$ cat src/design/assert_macros.svh
// Assertion helpers shared by the design files.
`ifndef ASSERT_MACROS_SVH
`define ASSERT_MACROS_SVH

`ifndef SYNTHESIS
// Property checked on every clock edge outside reset.
`define CLTI_ASSERT(label, clk, rst, prop) \
  label: assert property (@(posedge clk) disable iff (rst) prop) \
    else $error("assertion failed: label");
// Expression that must never be true outside reset.
`define CLTI_NEVER(label, clk, rst, expr) \
  label: assert property (@(posedge clk) disable iff (rst) !(expr)) \
    else $error("assertion failed: label");
`else
`define CLTI_ASSERT(label, clk, rst, prop)
`define CLTI_NEVER(label, clk, rst, expr)
`endif

`endif

$ cat src/design/clti_pkg.sv
package clti_pkg;

  localparam int TIME_W  = 32;
  localparam int VALUE_W = 32;

  // Request kinds
  localparam logic [1:0] KIND_APPEND = 2'd0;
  localparam logic [1:0] KIND_QUERY  = 2'd1;
  localparam logic [1:0] KIND_CLEAR  = 2'd2;

  // Result status codes
  localparam logic [1:0] STAT_INTERP = 2'd0;
  localparam logic [1:0] STAT_LOW    = 2'd1;
  localparam logic [1:0] STAT_HIGH   = 2'd2;
  localparam logic [1:0] STAT_FEW    = 2'd3;

  typedef struct packed {
    logic [1:0]                kind;
    logic [TIME_W-1:0]         point_time;
    logic signed [VALUE_W-1:0] point_value;
    logic [TIME_W-1:0]         query_time;
  } in_item_t;

  typedef struct packed {
    logic signed [VALUE_W-1:0] result_value;
    logic [1:0]                status;
  } out_item_t;

  typedef enum logic [3:0] {
    ST_IDLE,
    ST_CLASSIFY,
    ST_SEARCH_RD,
    ST_SEARCH_CMP,
    ST_READ_HI,
    ST_DIV_LOAD,
    ST_DIVIDE,
    ST_MULTIPLY,
    ST_FINISH
  } state_t;

  // Table read address source
  typedef enum logic [1:0] {
    RD_MID,
    RD_LOWER,
    RD_UPPER
  } rd_sel_t;

  // Result source
  typedef enum logic [1:0] {
    RES_INTERP,
    RES_LOW,
    RES_HIGH,
    RES_FEW
  } res_sel_t;

  typedef struct packed {
    logic     accept;
    logic     search_init;
    logic     search_step;
    rd_sel_t  rd_sel;
    logic     cap_lo;
    logic     div_load;
    logic     div_step;
    logic     mul;
    logic     load_out;
    res_sel_t res_sel;
  } dp_cmd_t;

  typedef struct packed {
    logic few_points;
    logic clamp_low;
    logic clamp_high;
    logic search_done;
    logic div_last;
  } dp_status_t;

endpackage

$ cat src/design/clti_ctrl.sv
module clti_ctrl (
  input  logic                 clk,
  input  logic                 rst,
  input  logic                 in_valid,
  input  logic [1:0]           in_kind,
  output logic                 in_ready,
  output logic                 out_valid,
  input  logic                 out_ready,
  input  clti_pkg::dp_status_t status,
  output clti_pkg::dp_cmd_t    cmd
);
  import clti_pkg::*;

  state_t   state, state_next;
  res_sel_t res_sel, res_sel_next;

  // State and result source registers
  always_ff @(posedge clk) begin
    if (rst) begin
      state   <= ST_IDLE;
      res_sel <= RES_FEW;
    end else begin
      state   <= state_next;
      res_sel <= res_sel_next;
    end
  end

  // Result valid flag
  always_ff @(posedge clk) begin
    if (rst) begin
      out_valid <= 1'b0;
    end else if (cmd.load_out) begin
      out_valid <= 1'b1;
    end else if (out_ready) begin
      out_valid <= 1'b0;
    end
  end

  // Next state and commands
  always_comb begin
    state_next   = state;
    res_sel_next = res_sel;
    in_ready     = 1'b0;
    cmd          = '0;
    cmd.rd_sel   = RD_MID;
    cmd.res_sel  = res_sel;
    unique case (state)
      ST_IDLE: begin
        in_ready   = 1'b1;
        cmd.accept = in_valid;
        if (in_valid && (in_kind == KIND_QUERY)) begin
          state_next = ST_CLASSIFY;
        end
      end
      ST_CLASSIFY: begin
        if (status.few_points) begin
          res_sel_next = RES_FEW;
          state_next   = ST_FINISH;
        end else if (status.clamp_low) begin
          res_sel_next = RES_LOW;
          state_next   = ST_FINISH;
        end else if (status.clamp_high) begin
          res_sel_next = RES_HIGH;
          state_next   = ST_FINISH;
        end else begin
          res_sel_next    = RES_INTERP;
          cmd.search_init = 1'b1;
          state_next      = ST_SEARCH_RD;
        end
      end
      ST_SEARCH_RD: begin
        if (status.search_done) begin
          cmd.rd_sel = RD_LOWER;
          state_next = ST_READ_HI;
        end else begin
          cmd.rd_sel = RD_MID;
          state_next = ST_SEARCH_CMP;
        end
      end
      ST_SEARCH_CMP: begin
        cmd.search_step = 1'b1;
        state_next      = ST_SEARCH_RD;
      end
      ST_READ_HI: begin
        cmd.rd_sel = RD_UPPER;
        cmd.cap_lo = 1'b1;
        state_next = ST_DIV_LOAD;
      end
      ST_DIV_LOAD: begin
        cmd.div_load = 1'b1;
        state_next   = ST_DIVIDE;
      end
      ST_DIVIDE: begin
        cmd.div_step = 1'b1;
        if (status.div_last) begin
          state_next = ST_MULTIPLY;
        end
      end
      ST_MULTIPLY: begin
        cmd.mul    = 1'b1;
        state_next = ST_FINISH;
      end
      ST_FINISH: begin
        if (!out_valid || out_ready) begin
          cmd.load_out = 1'b1;
          state_next   = ST_IDLE;
        end
      end
      default: begin
        state_next = ST_IDLE;
      end
    endcase
  end

endmodule

$ cat config.mk
export PLATFORM = sky130hd
export DESIGN_NAME = clti_ctrl
export DESIGN_NICKNAME = d
export VERILOG_FILES = /design/src/design/assert_macros.svh /design/src/design/clti_pkg.sv /design/src/design/clti_ctrl.sv
export SDC_FILE = /design/constraint.sdc
export NUM_CORES = 1
export LEC_CHECK = 0
export BUFFER_PORTS_ARGS = -buffer_cell sky130_fd_sc_hd__buf_2
export CORE_AREA = 5 5 42 44
export DETAILED_ROUTE_END_ITERATION = 12
export DIE_AREA = 0 0 47 49
export GPL_ROUTABILITY_DRIVEN = 1
export GPL_TIMING_DRIVEN = 1
export HOLD_SLACK_MARGIN = 0.1
export PLACE_DENSITY_LB_ADDON = 0.15
export SETUP_SLACK_MARGIN = 0.3
export SYNTH_ARGS = -nofsm -noshare
export SYNTH_HDL_FRONTEND = slang
export SYNTH_SLANG_ARGS = --single-unit
$ cat constraint.sdc
create_clock -name clk -period 4.52 [get_ports clk]
set_clock_uncertainty 0.1 [all_clocks]
set_input_delay 0.904 -clock clk [delete_from_list [all_inputs] [get_ports clk]]
set_output_delay 0.904 -clock clk [all_outputs]
set_load 0.005 [all_outputs]
==> metrics, run 1 <==
final sum of negative setup slack=0 ps; routed wire length=around 1100 um; Synthesized Nets=64; fin. max-slew vios=0; Worst setup EP type=output port; starting DRC count in detailed routing=3; count of placed standard cells in the final layout, fillers left out=93; clock-pin transition on the worst setup and hold timing paths=60 ps; synthesized flop and latch total=7; FMAX=382 MHz; antenna violations before repair=0; count of hold-fix buffers inserted at cts=0; ranking of synthesized cells by instance count=7 x sky130_fd_sc_hd__dfxtp_1, 4 x sky130_fd_sc_hd__nand2_1, 4 x sky130_fd_sc_hd__nor2_1; class of the worst hold path=reg -> reg; number of instances in the placed design=89; die outline width=47 um; area fraction of the dominant cell type after synthesis=0.323; most frequently used cell type in the post-synthesis netlist=sky130_fd_sc_hd__dfxtp_1; CP Launch Type=register; clock tree from TritonCTS=done; setup bufs post-CTS=0; number of max-capacitance violations reported=0; number of library cell types mapped by synthesis=28; PD cells=274 nW/um2; HPWL after detailed placement=between 800 and 900 um; data required time of the critical path=3520 ps; number of port buffers=24; EDFF count, synth=0; count of standard-cell rows=14; worst setup path class=reg -> out; routed len/inst=between 10 and 15 um; minimum clock period=2620 ps; max_slew headroom=0.754; Top Ports=25; unrepaired setup endpoints after global routing=no; detailed-route vias per instance=4.94; most area-hungry cell type in the Yosys netlist=sky130_fd_sc_hd__dfxtp_1; Top FF cell, synth=sky130_fd_sc_hd__dfxtp_1; CTS Root Buffer Type=sky130_fd_sc_hd__clkbuf_4; worst setup slack before clock tree synthesis=1920 ps; syn avg cell area=8.19 um2; leakage power=about 0.00028 uW; status=finished clean; Hold Vio Cnt, Final=0; maximum number of pins on one net before global-route repair=12; vias in the first global route=406; maximum level of the CTS H-tree=1; routability congestion estimate=0.727; Clk Latency, worst-skew pair=around 250 ps; number of vias in the routed layout=between 400 and 500; final period utilization=0.579; number of cells on the worst reg-to-reg path=3; maximum root-to-sink buffer count=2; final global-route overflow total=0; Final #Nets=89; DR DRC count=0; total of warnings raised by yosys=0; Global Route Usage Sum=0.106; fraction of the yosys area taken by sequential cells=0.323; Antenna Cells=0; peak supply drop=0.0985 mV; share of synthesized registers carrying an async set or reset=0; first-pass GRT wire length=1750 um; Final ANT Viol Nets=0; Die Outline Area=2300 um2; Gates resized, CTS repair=0; count of mapped cells out of synthesis=53; number of endpoints failing setup at the final stage=0; number of search-and-repair iterations in the first detailed-routing pass=2; Max FO, Critical Path=11; layout cells sized above 1=0.377; Worst Hold Path Cells=2; biggest area contributors in the synthesized netlist=sky130_fd_sc_hd__dfxtp_1 32%, sky130_fd_sc_hd__nand2b_1 4.3%, sky130_fd_sc_hd__nor3_1 3.5%, sky130_fd_sc_hd__nand2_1 3.5%, sky130_fd_sc_hd__nor2_1 3.5%; clk sinks=7; Area growth, synth to finish=31.7%; initial core utilization=0.310; Worst-Margin Slew=369 ps; synthesized cell area=around 430 um2; placeable core area=1400 um2; Worst Slack Setup Final=1900 ps; data arrival at the endpoint of the critical path=1610 ps; cts bufs inserted=3; floorplan die height=49 um
[layout by cell type, fill, tap and decap left out]
cell type,synthesis,routed
sky130_fd_sc_hd__nand2b_1,3,3
sky130_fd_sc_hd__clkbuf_4,0,3
sky130_fd_sc_hd__and2b_1,1,1
sky130_fd_sc_hd__o22ai_1,1,1
sky130_fd_sc_hd__and3b_1,1,1
sky130_fd_sc_hd__and3_1,1,1
sky130_fd_sc_hd__nor2_1,4,4
sky130_fd_sc_hd__nor4_1,2,2
sky130_fd_sc_hd__nor3_1,3,3
sky130_fd_sc_hd__or4b_4,1,1
sky130_fd_sc_hd__inv_1,3,3
sky130_fd_sc_hd__a211oi_1,1,1
sky130_fd_sc_hd__nor4b_2,1,1
sky130_fd_sc_hd__clkbuf_1,0,1
sky130_fd_sc_hd__nor2b_1,1,1
sky130_fd_sc_hd__a21oi_1,2,2
sky130_fd_sc_hd__nand3b_1,1,1
sky130_fd_sc_hd__o32a_1,1,1
sky130_fd_sc_hd__o211ai_1,2,2
sky130_fd_sc_hd__dfxtp_1,7,7
sky130_fd_sc_hd__and2_1,1,1
sky130_fd_sc_hd__or4b_1,1,1
sky130_fd_sc_hd__o21a_1,2,2
sky130_fd_sc_hd__buf_2,2,24
sky130_fd_sc_hd__o21ai_0,2,2
sky130_fd_sc_hd__nor3b_1,2,2
sky130_fd_sc_hd__nand2_1,4,4
sky130_fd_sc_hd__a21boi_0,1,1
[area by class of cell]
type	count	area, um2
well taps	16	20.0
repair buffers	24	120
clock buffers	4	26.3
inverters	3	11.3
multi-input cells	39	254
flip-flops and latches	7	140
fillers	162	830
[state kept, by name (all words and copies together) (netlist names)]
name,count
res_sel,2
state,4
out_valid,1
[critical path, stage by stage, from the launching register on]
cell,delay [ps]
sky130_fd_sc_hd__dfxtp_1,530
sky130_fd_sc_hd__or4b_1,580
sky130_fd_sc_hd__nor2b_1,140
sky130_fd_sc_hd__buf_2,120
[kinds of logic after synthesis]
logic type             share of synthesized area
and+or+nand+nor                            0.398
AOI/OAI and AO/OA                          0.187
buffers and inverters                     0.0922
DFF                                        0.323
[report_power, final]
group / internal [uW] / switching [uW] / total [uW] / leakage, uW
logic: 15.1 / 12.2 / 27.2 / 0.000204
registers: 65.6 / 4.81 / 70.4 / 0.0000569
clock network: 33.8 / 25.0 / 58.8 / 0.0000150
total: 114 / 42.0 / 156 / 0.000276
[worst paths after layout]
check,start,endpoint,slack (ps)
worst min-delay path,res_sel[1]$_SDFFE_PP1P_,res_sel[1]$_SDFFE_PP1P_,380
worst max-delay path,state[0]$_SDFFE_PP0P_,cmd[10],1900
worst min register to register,res_sel[1]$_SDFFE_PP1P_,res_sel[1]$_SDFFE_PP1P_,380
worst max register to register,state[2]$_SDFFE_PP0P_,state[0]$_SDFFE_PP0P_,2970
[layer usage]
metal | up-vias | global-route usage | wire length (um)
met5 | - | 0 | 0
met4 | 0 | 0.0829 | 0
met3 | 0 | 0.0443 | 90
met2 | 12 | 0.133 | 519
met1 | 208 | 0.136 | 515
li1 | 239 | - | -
[stage by stage]
stage | power, uW | hold WS (ps) | util | cell area (um2)
after floorplan | 87.4 | 376 | - | 434
after global placement | 99.1 | 363 | 0.389 | 546
after detailed placement | 99.2 | 371 | 0.389 | 546
after CTS | 159 | 385 | 0.408 | 572
after global routing | 166 | 428 | 0.408 | 572
final | 156 | 380 | 0.408 | 572
No activity file was read; power rests on OpenSTA's default activity.
==> inputs of run 2 (changes only) <==
Clock period 4.52 ns to 2.4 ns, I/O delays scaled along.
==> metrics, run 2 (synthesized netlist as in run 1, its figures left out) <==
status=finished clean; data arrival at the endpoint of the critical path=1490 ps (-120 ps); Top Ports=25 (unchanged); routability congestion estimate=0.777 (+6.9%); clock tree from TritonCTS=done; Clk Latency, worst-skew pair=250 ps (about the same); largest registers=state x4, res_sel x2, out_valid x1; Final #Nets=92 (+3.4%); placeable core area=1400 um2 (unchanged); unrepaired setup endpoints after global routing=no; maximum level of the CTS H-tree=1 (unchanged); clk sinks=7 (unchanged); vias in the first global route=388 (-4.4%); Worst-Margin Slew=391 ps (+21.9 ps); count of placed standard cells in the final layout, fillers left out=96 (+3.2%); routed wire length=1110 um (-1.2%); detailed-route vias per instance=4.80 (-2.7%); Max stage delay on crit path=550 ps (-30 ps); Hold Vio Cnt, Final=0 (unchanged); number of vias in the routed layout=461 (+0.44%); sequence of cells on the critical path=or4b_4 > and2b_1 > buf_2; cts bufs inserted=3 (unchanged); die outline width=47 um (unchanged); first element of the critical path=state[2]$_SDFFE_PP0P_; class of the worst hold path=in -> reg; Die Outline Area=2300 um2 (unchanged); Area growth, synth to finish=40.6%; number of max-capacitance violations reported=0 (unchanged); Global Route Usage Sum=0.0964 (-0.00985); number of instances in the placed design=89 (unchanged); final period utilization=0.861; most used cells in the layout excluding fill and tap cells=24 x sky130_fd_sc_hd__buf_2, 4 x sky130_fd_sc_hd__nor2_1, 4 x sky130_fd_sc_hd__nand2_1; DR DRC count=0 (unchanged); maximum root-to-sink buffer count=2 (unchanged); fin. max-slew vios=0 (unchanged); HPWL after detailed placement=822 um (-4.0%); final sum of negative setup slack=0 ps (unchanged); number of port buffers=24 (unchanged); final std cell area, no fill=611 um2 (+6.8%); data required time of the critical path=1820 ps (-1700 ps); initial core utilization=0.310 (unchanged); Antenna Cells=0 (unchanged); CP Launch Type=register; FMAX=484 MHz; first-pass GRT wire length=1650 um (-5.9%); peak supply drop=0.304 mV (+210%); floorplan die height=49 um (unchanged); final global-route overflow total=0 (unchanged); Largest Register=state; number of endpoints failing setup at the final stage=0 (unchanged); number of flip-flops in the largest register=4 (unchanged); CTS Root Buffer Type=sky130_fd_sc_hd__clkbuf_4; minimum clock period=2070 ps; PD cells=490 nW/um2 (+79%); maximum number of pins on one net before global-route repair=12 (unchanged); Worst Slack Setup Final=334 ps (-1570 ps); utilization after layout=0.436 (+0.0277); Max FO, Critical Path=11 (unchanged); count of standard-cell rows=14 (unchanged); most frequent standard cell in the layout excluding fill and tap cells=sky130_fd_sc_hd__buf_2; leakage power=0.000297 uW (+7.7%); layout cells sized above 1=0.463 (+0.0859); beginning of the worst register-to-register path=state[2]$_SDFFE_PP0P_; clock-pin transition on the worst setup and hold timing paths=50 ps (about the same); area of placed instances=546 um2 (unchanged); worst setup path class=reg -> out; Final ANT Viol Nets=0 (unchanged); Max stage delay cell, worst path=sky130_fd_sc_hd__or4b_4; startpoint of the most critical hold path=rst; starting DRC count in detailed routing=5 (+2); antenna violations before repair=0 (unchanged); worst setup slack before clock tree synthesis=480 ps (-1440 ps); routed len/inst=11.6 um (-4.3%); count of filler cells inserted in the layout=162 (unchanged); Worst setup EP type=output port; number of search-and-repair iterations in the first detailed-routing pass=3 (+1); max_slew headroom=0.737 (-0.0167)
-- run 2: cell count changes in the layout (fill, tap and decap cells not counted), sizes merged --
cell,previous run,this run
buf,24,27
-- run 2: where the power goes --
| part | leakage [uW] | total [uW] | internal, uW | switching (uW) |
|---|---|---|---|---|
| logic | 0.000222 | 60.1 | 34.2 | 25.9 |
| clock network | 0.0000150 | 110 | 63.6 | 46.2 |
| registers | 0.0000597 | 130 | 122 | 7.56 |
| total | 0.000297 | 299 | 220 | 79.6 |
-- run 2: per-stage QoR --
| step | power [uW] | hold WS, ps |
|---|---|---|
| floorplan | 165 | 376 |
| global placement | 186 | 378 |
| detailed placement | 187 | 379 |
| CTS | 301 | 337 |
| global route | 320 | 361 |
| finish | 299 | 341 |
-- run 2: metal layers --
layer,vias up,part of all wire,GRT usage
li1,243,-,-
met1,202,0.47,0.125
met2,16,0.44,0.140
met3,0,0.094,0.0554
met4,0,0,0.0138
met5,-,0,0
-- run 2: final cells by class --
class                      count  area (um2)  share of cell area
tap                           16        20.0              0.0328
timing repair buffer          27         143               0.234
sequential                     7         153               0.250
multi-input combinational     39         258               0.422
inverter                       3        11.3              0.0184
clock buffer                   4        26.3              0.0430
-- run 2: worst paths after layout --
| kind | to | slack [ps] | cells after the start |
|---|---|---|---|
| setup / recovery | cmd[2] | 330 | 3 |
| hold / removal | out_valid$_SDFFE_PP0P_ | 340 | 2 |
| setup reg to reg | state[0]$_SDFFE_PP0P_ | 900 | 3 |
| hold reg to reg | res_sel[0]$_SDFFE_PP1P_ | 390 | 2 |
-- run 2: worst max-delay path: cells and delay by family, from the launching register on --
| family | cells | cell delay, ps |
|---|---|---|
| buffers and inverters | 1 | 100 |
| DFF | 1 | 380 |
| and+or+nand+nor | 2 | 760 |
-- run 2: repair_timing --
| item | CTS | global route |
|---|---|---|
| pin swaps | 0 | 1 |
| hold buffers | 0 | 0 |
| setup endpoints to repair | 2 | 2 |
| resized for setup | 5 | 3 |
| setup buffers | 0 | 3 |
